## src/rtl/core/pnsuq_pkg.sv

```systemverilog
// Shared types and constants for the per-node sequenced update queue.
`default_nettype none

package pnsuq_pkg;

  localparam int unsigned NODE_W  = 4;   // node_index field width
  localparam int unsigned SEQ_W   = 8;   // sequence numbers wrap at 256
  localparam int unsigned KIND_W  = 2;
  localparam int unsigned LEN_W   = 4;
  localparam int unsigned DATA_W  = 64;  // payload field width on the ports
  localparam int unsigned STAT_W  = 2;
  localparam int unsigned CNT_OUT_W = 4;

  localparam logic [SEQ_W-1:0] FIRST_SEQ_RESET = 8'd1;
  localparam logic [SEQ_W-1:0] BYTE_MASK       = 8'hFF;

  // register index, taken from paddr[2]
  localparam logic REG_FIRST_SEQ = 1'b0;

  localparam logic [STAT_W-1:0] STATUS_DONE    = 2'd0;
  localparam logic [STAT_W-1:0] STATUS_FULL    = 2'd1;
  localparam logic [STAT_W-1:0] STATUS_IGNORED = 2'd2;

  typedef enum logic [1:0] {
    OP_ENQUEUE = 2'd0,
    OP_CHECK   = 2'd1,
    OP_ACK     = 2'd2,
    OP_CLEAR   = 2'd3
  } op_t;

  // update applied to the working copy of a queue's state
  typedef enum logic [1:0] {
    UPD_NONE  = 2'd0,
    UPD_ENQ   = 2'd1,
    UPD_POP   = 2'd2,
    UPD_CLEAR = 2'd3
  } upd_t;

  // what goes into the result register
  typedef enum logic [2:0] {
    RES_NONE    = 3'd0,
    RES_ENQ     = 3'd1,
    RES_FULL    = 3'd2,
    RES_IGNORED = 3'd3,
    RES_REPORT  = 3'd4
  } res_t;

  typedef struct packed {
    logic latch;     // take the input transfer
    logic load;      // load working state from the slot tables
    upd_t upd;
    logic wr_state;  // write working state back to the slot tables
    logic capture;   // load the result register
    res_t res;
  } cmd_t;

  typedef struct packed {
    op_t  op;
    logic full;
    logic empty;
    logic last;      // exactly one entry left
    logic seq_le;    // front sequence <= node sequence
    logic seq_eq;    // front sequence == node sequence
  } sts_t;

endpackage

`default_nettype wire

```

## src/rtl/core/pnsuq_ctrl.sv

```systemverilog
// Sequencing state machine for the per-node update queue.
`default_nettype none

module pnsuq_ctrl (
  input  wire                logic clk,
  input  wire                logic rst_n,
  input  wire                logic in_valid,
  output logic               in_ready,
  output logic               out_valid,
  input  wire                logic out_ready,
  input  pnsuq_pkg::sts_t    sts,
  output pnsuq_pkg::cmd_t    cmd
);

  typedef enum logic [2:0] {
    S_IDLE,
    S_RD,
    S_LOAD,
    S_OP,
    S_WAIT,
    S_EXAM
  } state_t;

  state_t state_r, state_nxt;
  logic   out_valid_r, out_valid_nxt;
  logic   out_free;

  assign out_free  = !out_valid_r || out_ready;
  assign in_ready  = (state_r == S_IDLE);
  assign out_valid = out_valid_r;

  always_comb begin
    state_nxt    = state_r;
    cmd.latch    = 1'b0;
    cmd.load     = 1'b0;
    cmd.upd      = pnsuq_pkg::UPD_NONE;
    cmd.wr_state = 1'b0;
    cmd.capture  = 1'b0;
    cmd.res      = pnsuq_pkg::RES_NONE;

    unique case (state_r)
      S_IDLE: begin
        if (in_valid) begin
          cmd.latch = 1'b1;
          state_nxt = S_RD;
        end
      end
      S_RD: state_nxt = S_LOAD;
      S_LOAD: begin
        cmd.load  = 1'b1;
        state_nxt = S_OP;
      end
      S_OP: begin
        if (out_free) begin
          state_nxt = S_IDLE;
          unique case (sts.op)
            pnsuq_pkg::OP_ENQUEUE: begin
              cmd.capture = 1'b1;
              if (sts.full) begin
                cmd.res = pnsuq_pkg::RES_FULL;
              end else begin
                cmd.upd      = pnsuq_pkg::UPD_ENQ;
                cmd.wr_state = 1'b1;
                cmd.res      = pnsuq_pkg::RES_ENQ;
              end
            end
            pnsuq_pkg::OP_CHECK: begin
              if (sts.empty) begin
                cmd.capture = 1'b1;
                cmd.res     = pnsuq_pkg::RES_NONE;
              end else begin
                state_nxt = S_WAIT;
              end
            end
            pnsuq_pkg::OP_ACK: begin
              if (sts.empty) begin
                cmd.capture = 1'b1;
                cmd.res     = pnsuq_pkg::RES_IGNORED;
              end else begin
                state_nxt = S_WAIT;
              end
            end
            pnsuq_pkg::OP_CLEAR: begin
              cmd.upd      = pnsuq_pkg::UPD_CLEAR;
              cmd.wr_state = 1'b1;
              cmd.capture  = 1'b1;
              cmd.res      = pnsuq_pkg::RES_NONE;
            end
            default: state_nxt = S_IDLE;
          endcase
        end
      end
      S_WAIT: state_nxt = S_EXAM;
      S_EXAM: begin
        if (out_free) begin
          state_nxt = S_IDLE;
          if (sts.op == pnsuq_pkg::OP_CHECK) begin
            if (sts.seq_le) begin
              cmd.upd = pnsuq_pkg::UPD_POP;
              if (sts.last) begin
                cmd.wr_state = 1'b1;
                cmd.capture  = 1'b1;
                cmd.res      = pnsuq_pkg::RES_NONE;
              end else begin
                state_nxt = S_WAIT;
              end
            end else begin
              cmd.wr_state = 1'b1;
              cmd.capture  = 1'b1;
              cmd.res      = pnsuq_pkg::RES_REPORT;
            end
          end else begin
            cmd.capture = 1'b1;
            if (sts.seq_eq) begin
              cmd.upd      = pnsuq_pkg::UPD_POP;
              cmd.wr_state = 1'b1;
              cmd.res      = pnsuq_pkg::RES_NONE;
            end else begin
              cmd.res = pnsuq_pkg::RES_IGNORED;
            end
          end
        end
      end
      default: state_nxt = S_IDLE;
    endcase

    out_valid_nxt = cmd.capture ? 1'b1 : (out_ready ? 1'b0 : out_valid_r);
  end

  always_ff @(posedge clk) begin
    if (!rst_n) begin
      state_r     <= S_IDLE;
      out_valid_r <= 1'b0;
    end else begin
      state_r     <= state_nxt;
      out_valid_r <= out_valid_nxt;
    end
  end

endmodule

`default_nettype wire

```

## config.mk

```make
export PLATFORM = sky130hd
export DESIGN_NAME = pnsuq_ctrl
export DESIGN_NICKNAME = d
export VERILOG_FILES = /design/src/rtl/core/pnsuq_pkg.sv /design/src/rtl/core/pnsuq_ctrl.sv
export SDC_FILE = /design/constraint.sdc
export NUM_CORES = 1
export LEC_CHECK = 0
export BUFFER_PORTS_ARGS = -buffer_cell sky130_fd_sc_hd__buf_2
export CAP_MARGIN = 5
export CORE_AREA = 5 5 42 44
export CTS_BUF_LIST = sky130_fd_sc_hd__clkbuf_8
export CTS_CLUSTER_SIZE = 24
export DETAILED_ROUTE_END_ITERATION = 12
export DIE_AREA = 0 0 47 49
export GPL_TIMING_DRIVEN = 0
export PLACE_DENSITY = 0.67
export SYNTH_ARGS = -nofsm -noshare
export SYNTH_HDL_FRONTEND = slang
export SYNTH_SLANG_ARGS = --single-unit
```

## constraint.sdc

```tcl
create_clock -name clk -period 1.4 [get_ports clk]
set_clock_uncertainty 0.1 [all_clocks]
set_input_delay 0.14 -clock clk [delete_from_list [all_inputs] [get_ports clk]]
set_output_delay 0.14 -clock clk [all_outputs]
set_load 0.03 [all_outputs]
```

Word-level counts from Yosys, hierarchy flattened
Cells that the tools add are included.
Widths: inputs -> output; s select.
{ "op_classes": {"eq_ne": 11, "muxes": 29, "n_reduce_logical": 7} }
{ "ops": {"columns": ["cell", "count"], "rows": [
  ["$mux 3", 9],
  ["$mux 7", 3],
  ["$pmux 3 s6", 1],
  ["$pmux 4 s4", 1],
  ["$pmux 7 s2", 1],
  ["$mux 5", 2],
  ["$mux 2", 4],
  ["$mux 4", 2],
  ["$eq 3x2->1 const B", 2],
  ["$eq 3x3->1 const B", 2],
  ["$ne 2x2->1 const B", 3],
  ["$pmux 3 s2", 1],
  ["$mux 1", 5],
  ["$eq 2x2->1 const B", 2],
  ["$eq 3x1->1 const B", 1],
  ["$logic_not 3->1", 1],
  ["$reduce_and 3->1", 1],
  ["$eq 2x1->1 const B", 1],
  ["$logic_not 2->1", 1],
  ["$reduce_bool 2->1", 1],
  ["$reduce_or 2->1", 1],
  ["$logic_not 1->1", 1],
  ["$logic_or 1x1->1", 1]
]} }
{ "totals": {"regBits": 4, "input_bits": 11, "output_inout_bits": 11, "word_cells": 49} }

Longest topological paths before layout
Gate-level depths: netlist of run 1.
{ "logic_depth": {"word_depth": 6, "depth_mapped": 6} }

Worst setup path before layout of run 1
No wires, ideal clock.
{ "synth_timing": {"kind": "reg2out", "from": "register out_valid_r (netlist: out_valid)", "to": "output port cmd[4] (netlist bit)", "arrival_ns": 1.842, "required_ns": 1.160, "slack_ns": -0.682, "path_stages_with_launch": 5, "cell_sequence": "dfxtp_1 -> nor2b_2 -> nand3b_1 -> nor4_2 -> o21bai_1"} }
{ "synth_rtl": {"columns": ["item", "line", "rtl"], "rows": [
  ["start, declared", "pnsuq_ctrl.sv:25", "logic out_valid_r, out_valid_nxt;"],
  ["start signal, assigned", "pnsuq_ctrl.sv:136", "out_valid_r <= out_valid_nxt;"],
  ["end, declared", "pnsuq_ctrl.sv:12", "output pnsuq_pkg::cmd_t cmd"]
]} }

==> results by group, run 1 <==
Cells and area
  – ANT cells: 0
  – Layout Nets: 114
  – Non-Filler Instances: 113
  – Layout cells sized above 1: 60.8%
  – Finished Core Util: 66.5%
  – Layout area overhead: 91.5%

Place
  – Routability cong.: roughly 0.76
  – Place WS: -0.241 ns
  – IO Port Bufs: 21
  – Cells after DPL: 97
  – HPWL after DPL: a little under 1000 um

Synth
  – Post-Syn Area: 487 sq um
  – Unique masters post-synth: 27
  – #FFs+latches synth: 4
  – Mean cell area of the mapped netlist: 8.11 sq um
  – Sequential area share after synthesis: 16.5%
  – Synth warn: 0
  – Syn nets: 76
  – Syn Inst Count: 60

Detailed routing
  – Drt total wl: 1440 um
  – Initial DRC Count: 3
  – WL/cell: 12.8 um
  – Vias post-DR: 577
  – Via-to-Cell Ratio: 5.11
  – Final antenna-violating net count: 0
  – Pre-Repair DR Iteration Count: 2
  – Post-route DRC: 0

Clock tree
  – Clock sink total: 4
  – CTS tree: built
  – CTS Hold Buffers Added: 0
  – CTS Buf Count: 3
  – Clk root buf: clkbuf_8
  – Clock-pin slew of the registers on the worst-case setup and hold paths: 0.04 ns
  – CTS Buffer Depth: 2
  – Clock Latency Late Sink: 0.22 ns
  – H-Tree Depth: 1

Power
  – Lkg Pwr: 0.448 nW
  – Peak VDD IR: 0.781 mV
  – P per Cell Area: between 600 and 700 nW/um^2

Status
  – Violations in the final reports: setup timing
  – Outcome: finished with violations

GRT
  – Total gr overflow: 0
  – Initial antenna violation count: 0
  – GRT Overall Usage: 14.7%
  – Largest net degree at the start of global routing: 11
  – Vias in the first global route: about 570
  – First-pass GRT wire length: 2500 um

Timing
  – Fin crit share: 123%
  – Max Slew Vio Count: 0
  – Final min period: 1.73 ns
  – Fmax: 579 MHz
  – Final Hold Viols: 0
  – RSZ-0062 raised after global routing: yes
  – Least-Margin Pin Slew: 0.382 ns
  – Fin Setup TNS: -2.11 ns
  – Rel. slew slack: 74.4%
  – Final WS setup: -0.326 ns
  – # setup viols final: 10

Setup path
  – Data arrival time of the worst path: 1.49 ns
  – Critical Path RT: 1.16 ns
  – Worst Setup End Kind: primary output
  – Critical path class: flop to primary output
  – Critical Path Fanout Max: 3
  – CP Launch Type: flop

Die
  – Num rows: 14
  – Core Area: 1400 sq um
  – Initial core utilization: 34.7%
  – IO Pins: 22
  – Die area: 2300 sq um
  – Die extent in x: 47 um
  – Die Ht: 49 um

Job
  – Max-cap violations: 0

Worst hold path
  – Hold crit path type: primary input to flop
cell usage in the layout, fill, tap and decap left out, types with 2 or more instances in the layout:
| cell type | n |
|---|---|
| a21oi_1 | 5 |
| a22o_1 | 2 |
| buf_12 | 2 |
| buf_2 | 12 |
| buf_4 | 8 |
| buf_6 | 15 |
| clkbuf_8 | 3 |
| dfxtp_4 | 2 |
| ha_1 | 5 |
| inv_1 | 5 |
| nand2_1 | 6 |
| nand3b_1 | 3 |
| nor2_1 | 3 |
| nor3_4 | 3 |
| o21ai_0 | 2 |
critical path: stages, from the launching register on:
cell and delay (ns):
dfxtp_4 0.33, nor2b_4 0.14, nand3b_1 0.21, nor4_4 0.28
o21bai_4 0.17, buf_6 0.14
stage by stage:
step | area [sq um] | power, W | hold WS (ns)
final | 932 | 0.000583 | 0.0923
after global routing | 932 | 0.000628 | 0.0880
after CTS | 867 | 0.000584 | 0.0823
after detailed placement | 656 | 0.000284 | 0.312
after global placement | 656 | 0.000282 | 0.310
after floorplan | 531 | 0.000239 | 0.156
synthesized netlist by cell type:
cell type,count,share of area (%)
nand2_1,6,4.6
a21oi_1,5,5.1
ha_1,5,13
a22o_1,4,7.2
dfxtp_1,4,16
inv_1,4,3.1
nor2_1,4,3.1
buf_4,3,4.6
nand3b_1,3,4.6
o21ai_0,3,3.1
nor3_1,2,2.1
nor3_2,2,4.1
a32o_2,1,2.3
and2_1,1,1.3
and3b_1,1,1.8
buf_6,1,2.3
mux2_2,1,2.3
nand2b_1,1,1.3
nand4b_1,1,1.8
nor2b_2,1,1.8
nor3b_1,1,1.5
nor4_2,1,2.6
o211ai_2,1,2.6
o21a_1,1,1.5
o21bai_1,1,1.5
o31ai_2,1,2.6
xor2_1,1,1.8
routing by layer:
metal  vias up  share of wire (%)  track usage (%)
met5         -                  0                0
met1       274                 40             17.4
met4         0               0.55             3.69
li1        289                  -                -
met2        12                 54             23.5
met3         2                5.4             6.27
kinds of logic (layout without fill, tap and decap cells):
logic type / count (synthesis) / after routing / share of synthesized area (%)
and+or+nand+nor: 24 / 24 / 30.6
AOI/OAI and AO/OA: 17 / 17 / 26.0
buffers and inverters: 8 / 45 / 10.0
adders and majority gates: 5 / 5 / 12.9
DFF: 4 / 4 / 16.5
xor gates and xnor gates: 1 / 1 / 1.80
muxes: 1 / 1 / 2.31
path summary, 6_finish.rpt:
| check | slack, ns | cells past startpoint | endpoint | from |
|---|---|---|---|---|
| worst max-delay path | -0.33 | 5 | cmd[4] | out_valid$_SDFFE_PN0P_ |
| worst min-delay path | 0.09 | 2 | out_valid$_SDFFE_PN0P_ | rst_n |
| worst max register to register | -0.14 | 7 | out_valid$_SDFFE_PN0P_ | state_r[1]$_SDFFE_PN0P_ |
| worst min register to register | 0.59 | 3 | state_r[2]$_SDFFE_PN0P_ | state_r[1]$_SDFFE_PN0P_ |
layout make-up:
cell class              instances  area, sq um
multi-input cells              48          434
clock inverters                 1         3.75
repair buffers                 33          288
well taps                      16         20.0
clock buffers                   3         41.3
inverters                       4         15.0
plain buffers                   4         41.3
flip-flops and latches          4         88.8
fillers                       115          469
flip-flops by register name, indices dropped and copies added (netlist names):
name / cells
state_r: 3
out_valid: 1
power by group:
part           internal [W]  total (W)  switching [W]
Clock              0.000188   0.000255      0.0000674
Combinational     0.0000958   0.000202       0.000107
Sequential         0.000120   0.000126     0.00000642
what timing repair did:
item | 4_1_cts | 5_1_grt
buffers inserted | 8 | 4
hold endpoints to repair | 0 | 0
pin swaps | 7 | 4
gates cloned | 0 | 0
setup endpoints to repair | 8 | 12
gates resized for setup | 25 | 10
Power figures use the tool's default switching activity.
==> inputs of run 2 (changes only) <==
--- a/config.mk
+++ b/config.mk
@@ -5,15 +5,14 @@
 export SDC_FILE = /design/constraint.sdc
 export NUM_CORES = 1
 export LEC_CHECK = 0
-export BUFFER_PORTS_ARGS = -buffer_cell sky130_fd_sc_hd__buf_2
 export CAP_MARGIN = 5
 export CORE_AREA = 5 5 42 44
 export CTS_BUF_LIST = sky130_fd_sc_hd__clkbuf_8
 export CTS_CLUSTER_SIZE = 24
 export DETAILED_ROUTE_END_ITERATION = 12
 export DIE_AREA = 0 0 47 49
+export DONT_BUFFER_PORTS = 1
 export GPL_TIMING_DRIVEN = 0
-export PLACE_DENSITY = 0.67
 export SYNTH_ARGS = -nofsm -noshare
 export SYNTH_HDL_FRONTEND = slang
 export SYNTH_SLANG_ARGS = --single-unit
==> results by group, run 2 (same netlist as run 1, synthesis figures left out) <==
Clock tree
  – CTS Buf Count: 3
  – Clock Latency Late Sink: 0.22 ns
  – CTS tree: built
  – Clock-pin slew of the registers on the worst-case setup and hold paths: 0.03 ns
  – Clock sink total: 4
  – Clk root buf: clkbuf_8
  – CTS Buffer Depth: 2
  – H-Tree Depth: 1

Detailed routing
  – Drt total wl: 1260 um
  – Final antenna-violating net count: 0
  – WL/cell: ~14 um
  – Vias post-DR: 467
  – Initial DRC Count: 5
  – Pre-Repair DR Iteration Count: 4
  – Via-to-Cell Ratio: 5.25
  – Post-route DRC: 0

Cells and area
  – Layout cells sized above 1: 47.9%
  – Multi-input gate area: 444 sq um
  – ANT cells: 0
  – Register area: 86.3 sq um
  – Non-Filler Instances: 89
  – Largest reg by FF count: state_r
  – Max FFs per register: 3
  – Final instance area: roughly 730 sq um
  – Layout Nets: 90
  – Leading cell type in the layout, fill and taps excluded: buf_4
  – Final-layout fill cell count: between 100 and 150
  – Layout area overhead: 49.9%
  – Most frequent cells in the layout: buf_4 (7), nand2_1 (6)

Timing
  – RSZ-0062 raised after global routing: yes
  – Rel. slew slack: a little over three fifths
  – Fmax: 506 MHz
  – Final Hold Viols: 0
  – Fin crit share: 141%
  – Max Slew Vio Count: 0
  – Final min period: 1.97 ns
  – Least-Margin Pin Slew: 0.555 ns
  – Final WS setup: -0.575 ns
  – # setup viols final: 11

Setup path
  – Critical R2R Capture: state_r[2]$_SDFFE_PN0P_
  – Worst Setup End Kind: primary output
  – Cell family with most CP delay: simple AND/OR/NAND/NOR gates
  – CP Launch Type: flop
  – Flop2flop setup slack: -0.14 ns
  – Critical Path Fanout Max: 2
  – FF-to-FF path depth: 6
  – Max incr delay on CP: 0.52 ns
  – CP max-delay cell: nor4_4
  – Critical Path RT: 1.16 ns
  – Reg2reg start: state_r[2]$_SDFFE_PN0P_
  – Critical path class: flop to primary output
  – CP cell instances: nor2b_4 > nand3b_1 > nor4_4 > o21bai_4
  – Worst path buffer plus inverter count: 0
  – Data arrival time of the worst path: 1.73 ns

Die
  – Die Ht: 49 um
  – Initial core utilization: about a third
  – Core Area: 1400 sq um
  – Num rows: 14
  – IO Pins: 22
  – Die extent in x: 47 um
  – Die area: 2300 sq um

Job
  – Max-cap violations: 0

Place
  – Routability cong.: ~0.75
  – DP Area: ~550 sq um
  – IO Port Bufs: 0
  – HPWL after DPL: 817 um
  – Cells after DPL: 76

GRT
  – GRT Overall Usage: 10.9%
  – First-pass GRT wire length: 1880 um
  – Total gr overflow: 0
  – Initial antenna violation count: 0
  – Vias in the first global route: 450
  – Largest net degree at the start of global routing: 11

Power
  – P per Cell Area: 715 nW/um^2
  – Peak VDD IR: 0.553 mV
  – Lkg Pwr: 0.329 nW

Worst hold path
  – Worst Hold Launch: rst_n
  – Hold Crit Endpoint: state_r[1]$_SDFFE_PN0P_
  – Hold-critical path depth: 2
  – Hold crit path type: primary input to flop

Status
  – Violations in the final reports: setup timing
  – Outcome: finished with violations
run 2: cell count changes in the layout (fill, tap and decap cells not counted), sizes merged:
cell	before	now
buf	37	12
dlygate4sd3	0	1
run 2: final cells by class:
class	count	share of cell area (%)
well taps	16	2.74
multi-input cells	48	60.9
clock inverters	1	0.515
repair buffers	9	10.1
flip-flops and latches	4	11.8
plain buffers	4	6.17
inverters	4	2.06
clock buffers	3	5.66
run 2: how the worst max path moves through the flow:
stage | from | endpoint | slack [ns] | cells past startpoint
after floorplan | out_valid$_SDFFE_PN0P_ | cmd[4] | -0.36 | 4
after detailed placement | out_valid$_SDFFE_PN0P_ | cmd[4] | -0.43 | 4
after global routing | out_valid$_SDFFE_PN0P_ | cmd[4] | -0.64 | 4
after CTS | out_valid$_SDFFE_PN0P_ | cmd[4] | -0.58 | 4
final | out_valid$_SDFFE_PN0P_ | cmd[4] | -0.57 | 4
after global placement | out_valid$_SDFFE_PN0P_ | cmd[4] | -0.43 | 4
run 2: layer usage:
layer  vias to the layer above  share of wire, %  GRT usage, %
met2                        18                48          15.8
li1                        242                 -             -
met1                       207                43          14.1
met3                         0               9.5          4.43
met5                         -                 0             0
met4                         0                 0          4.15
run 2: repair_timing:
action                                 4_1_cts  5_1_grt
resized for setup                            8        8
pin swaps                                    4        9
setup endpoints to repair                   10       11
endpoints found under the hold margin        3        0
setup buffers                                1        7
hold buffers                                 1        0
run 2: report_power, final:
group          switching [W]  total (W)  internal (W)
Clock              0.0000590   0.000246      0.000187
Sequential        0.00000728   0.000127      0.000120
Combinational      0.0000899   0.000148     0.0000585
Total               0.000156   0.000522      0.000365
run 2: stage by stage:
stage | hold slack [ns] | TNS (ns) | setup WS, ns | util (%) | power, W
2_1_floorplan | 0.156 | -0.436 | -0.357 | - | 0.000239
3_3_place_gp | 0.162 | -0.891 | -0.431 | 39.3 | 0.000253
3_5_place_dp | 0.162 | -0.928 | -0.432 | 39.3 | 0.000253
4_1_cts | 0.00523 | -2.64 | -0.580 | 45.5 | 0.000519
5_1_grt | 0.0177 | -3.31 | -0.645 | 52.1 | 0.000562
6_report | 0.0235 | -2.68 | -0.575 | 52.1 | 0.000522
==> inputs of run 3 (changes only) <==
--- a/config.mk
+++ b/config.mk
@@ -5,7 +5,7 @@
 export SDC_FILE = /design/constraint.sdc
 export NUM_CORES = 1
 export LEC_CHECK = 0
-export CAP_MARGIN = 5
+export CAP_MARGIN = 20
 export CORE_AREA = 5 5 42 44
 export CTS_BUF_LIST = sky130_fd_sc_hd__clkbuf_8
 export CTS_CLUSTER_SIZE = 24
@@ -13,6 +13,7 @@
 export DIE_AREA = 0 0 47 49
 export DONT_BUFFER_PORTS = 1
 export GPL_TIMING_DRIVEN = 0
+export SETUP_SLACK_MARGIN = 0.3
 export SYNTH_ARGS = -nofsm -noshare
 export SYNTH_HDL_FRONTEND = slang
 export SYNTH_SLANG_ARGS = --single-unit
==> constraint.sdc (replaced) <==
create_clock -name clk -period 2.3 [get_ports clk]
set_clock_uncertainty 0.1 [all_clocks]
set_input_delay 0.23 -clock clk [delete_from_list [all_inputs] [get_ports clk]]
set_output_delay 0.23 -clock clk [all_outputs]
set_load 0.03 [all_outputs]
==> results by group, run 3 (same netlist as run 1, synthesis figures left out) <==
Place
  – DP Area: 515 sq um
  – Place WS: 0.183 ns
  – Cells after DPL: 76
  – IO Port Bufs: 0
  – Routability cong.: approximately 0.78
  – HPWL after DPL: 874 um

Setup path
  – Critical Path RT: between 1.5 and 2 ns
  – Critical Path Fanout Max: 2
  – Max incr delay on CP: 0.52 ns
  – Critical path class: flop to primary output
  – CP Launch Type: flop
  – Cell family with most CP delay: simple AND/OR/NAND/NOR gates
  – Worst Setup End Kind: primary output
  – Data arrival time of the worst path: 1.73 ns
  – Worst path buffer plus inverter count: 0
  – CP cell instances: nor2b_4 > nand3b_1 > nor4_4 > o21bai_4
  – CP max-delay cell: nor4_4

Clock tree
  – Clk root buf: clkbuf_8
  – CTS tree: built
  – CTS Buffer Depth: 2
  – CTS Hold Buffers Added: 0
  – Clock-pin slew of the registers on the worst-case setup and hold paths: 0.03 ns
  – CTS Buf Count: 3
  – Clock sink total: 4
  – Clock Latency Late Sink: around 0.21 ns
  – H-Tree Depth: 1

Cells and area
  – ANT cells: 0
  – Non-Filler Instances: 80
  – Largest reg by FF count: state_r
  – Max FFs per register: 3
  – Layout area overhead: 21.6%
  – Layout cells sized above 1: between 30% and 40%
  – Leading cell type in the layout, fill and taps excluded: nand2_1
  – Most frequent cells in the layout: nand2_1 (6), a21oi_1 (5), ha_1 (5)
  – Final instance area: slightly below 600 sq um
  – Layout Nets: 82

Detailed routing
  – Initial DRC Count: 2
  – Via-to-Cell Ratio: 5.59
  – Vias post-DR: 447
  – Post-route DRC: 0
  – WL/cell: roughly 14 um
  – Pre-Repair DR Iteration Count: 4
  – Drt total wl: 1110 um
  – Final antenna-violating net count: 0

Die
  – Die extent in x: 47 um
  – IO Pins: 22
  – Core Area: between 1000 and 1500 sq um
  – Die Ht: 49 um
  – Die area: ~2300 sq um
  – Num rows: 14
  – Initial core utilization: 34.7%

Timing
  – Fmax: ~490 MHz
  – Max Slew Vio Count: 0
  – Final WS setup: between 0.2 and 0.25 ns
  – # setup viols final: 0
  – Rel. slew slack: 37.2%
  – Fin crit share: 89.6%
  – Least-Margin Pin Slew: 0.940 ns
  – Final min period: 2.06 ns
  – Final Hold Viols: 0
  – Fin Setup TNS: 0 ns
  – RSZ-0062 raised after global routing: yes

GRT
  – First-pass GRT wire length: 1880 um
  – Total gr overflow: 0
  – Largest net degree at the start of global routing: 11
  – Vias in the first global route: 437
  – Initial antenna violation count: 0
  – GRT Overall Usage: 11.3%

Power
  – Lkg Pwr: 0.255 nW
  – Peak VDD IR: 0.470 mV
  – Total power: 0.000297 W
  – P per Cell Area: 501 nW/um^2

Job
  – Max-cap violations: 0

Status
  – Outcome: complete, no violations

Worst hold path
  – Hold crit path type: primary input to flop
-- run 3: worst paths after layout --
kind,from,endpoint,slack (ns),cells past startpoint
min,rst_n,out_valid$_SDFFE_PN0P_,0.03,1
max reg2reg,state_r[0]$_SDFFE_PN0P_,state_r[2]$_SDFFE_PN0P_,0.71,5
min reg2reg,state_r[0]$_SDFFE_PN0P_,state_r[0]$_SDFFE_PN0P_,0.48,2
max,out_valid$_SDFFE_PN0P_,cmd[4],0.24,4
-- run 3: power breakdown --
group,internal [W],switching [W]
Sequential,0.0000727,0.00000335
Combinational,0.0000264,0.0000490
Clock,0.000111,0.0000338
Total,0.000210,0.0000861
-- run 3: final cells by class --
class                      count  area [sq um]
tap                           16          20.0
fill                         158           810
inverter                       4          15.0
buffer                         4          37.5
timing repair buffer           1          7.51
clock buffer                   3          41.3
sequential                     4          83.8
multi-input combinational     48           387
-- run 3: routing by layer --
| layer | GRT usage [%] | vias up | part of all wire [%] |
|---|---|---|---|
| li1 | - | 223 | - |
| met5 | 0 | - | 0 |
| met1 | 13.8 | 208 | 43 |
| met3 | 5.17 | 0 | 9.3 |
| met4 | 4.15 | 0 | 0 |
| met2 | 17.0 | 16 | 48 |
-- run 3: metrics by stage --
step,hold slack [ns],util [%]
after floorplan,0.246,-
after global placement,0.255,36.8
after detailed placement,0.253,36.8
after CTS,0.0284,41.7
after global routing,0.0299,42.2
final,0.0310,42.2
-- run 3: timing repair --
action                                  in CTS  in global routing
pin swaps                                    1                  1
endpoints found under the setup margin       1                  5
resized for setup                            5                  4
setup buffers                                1                  0
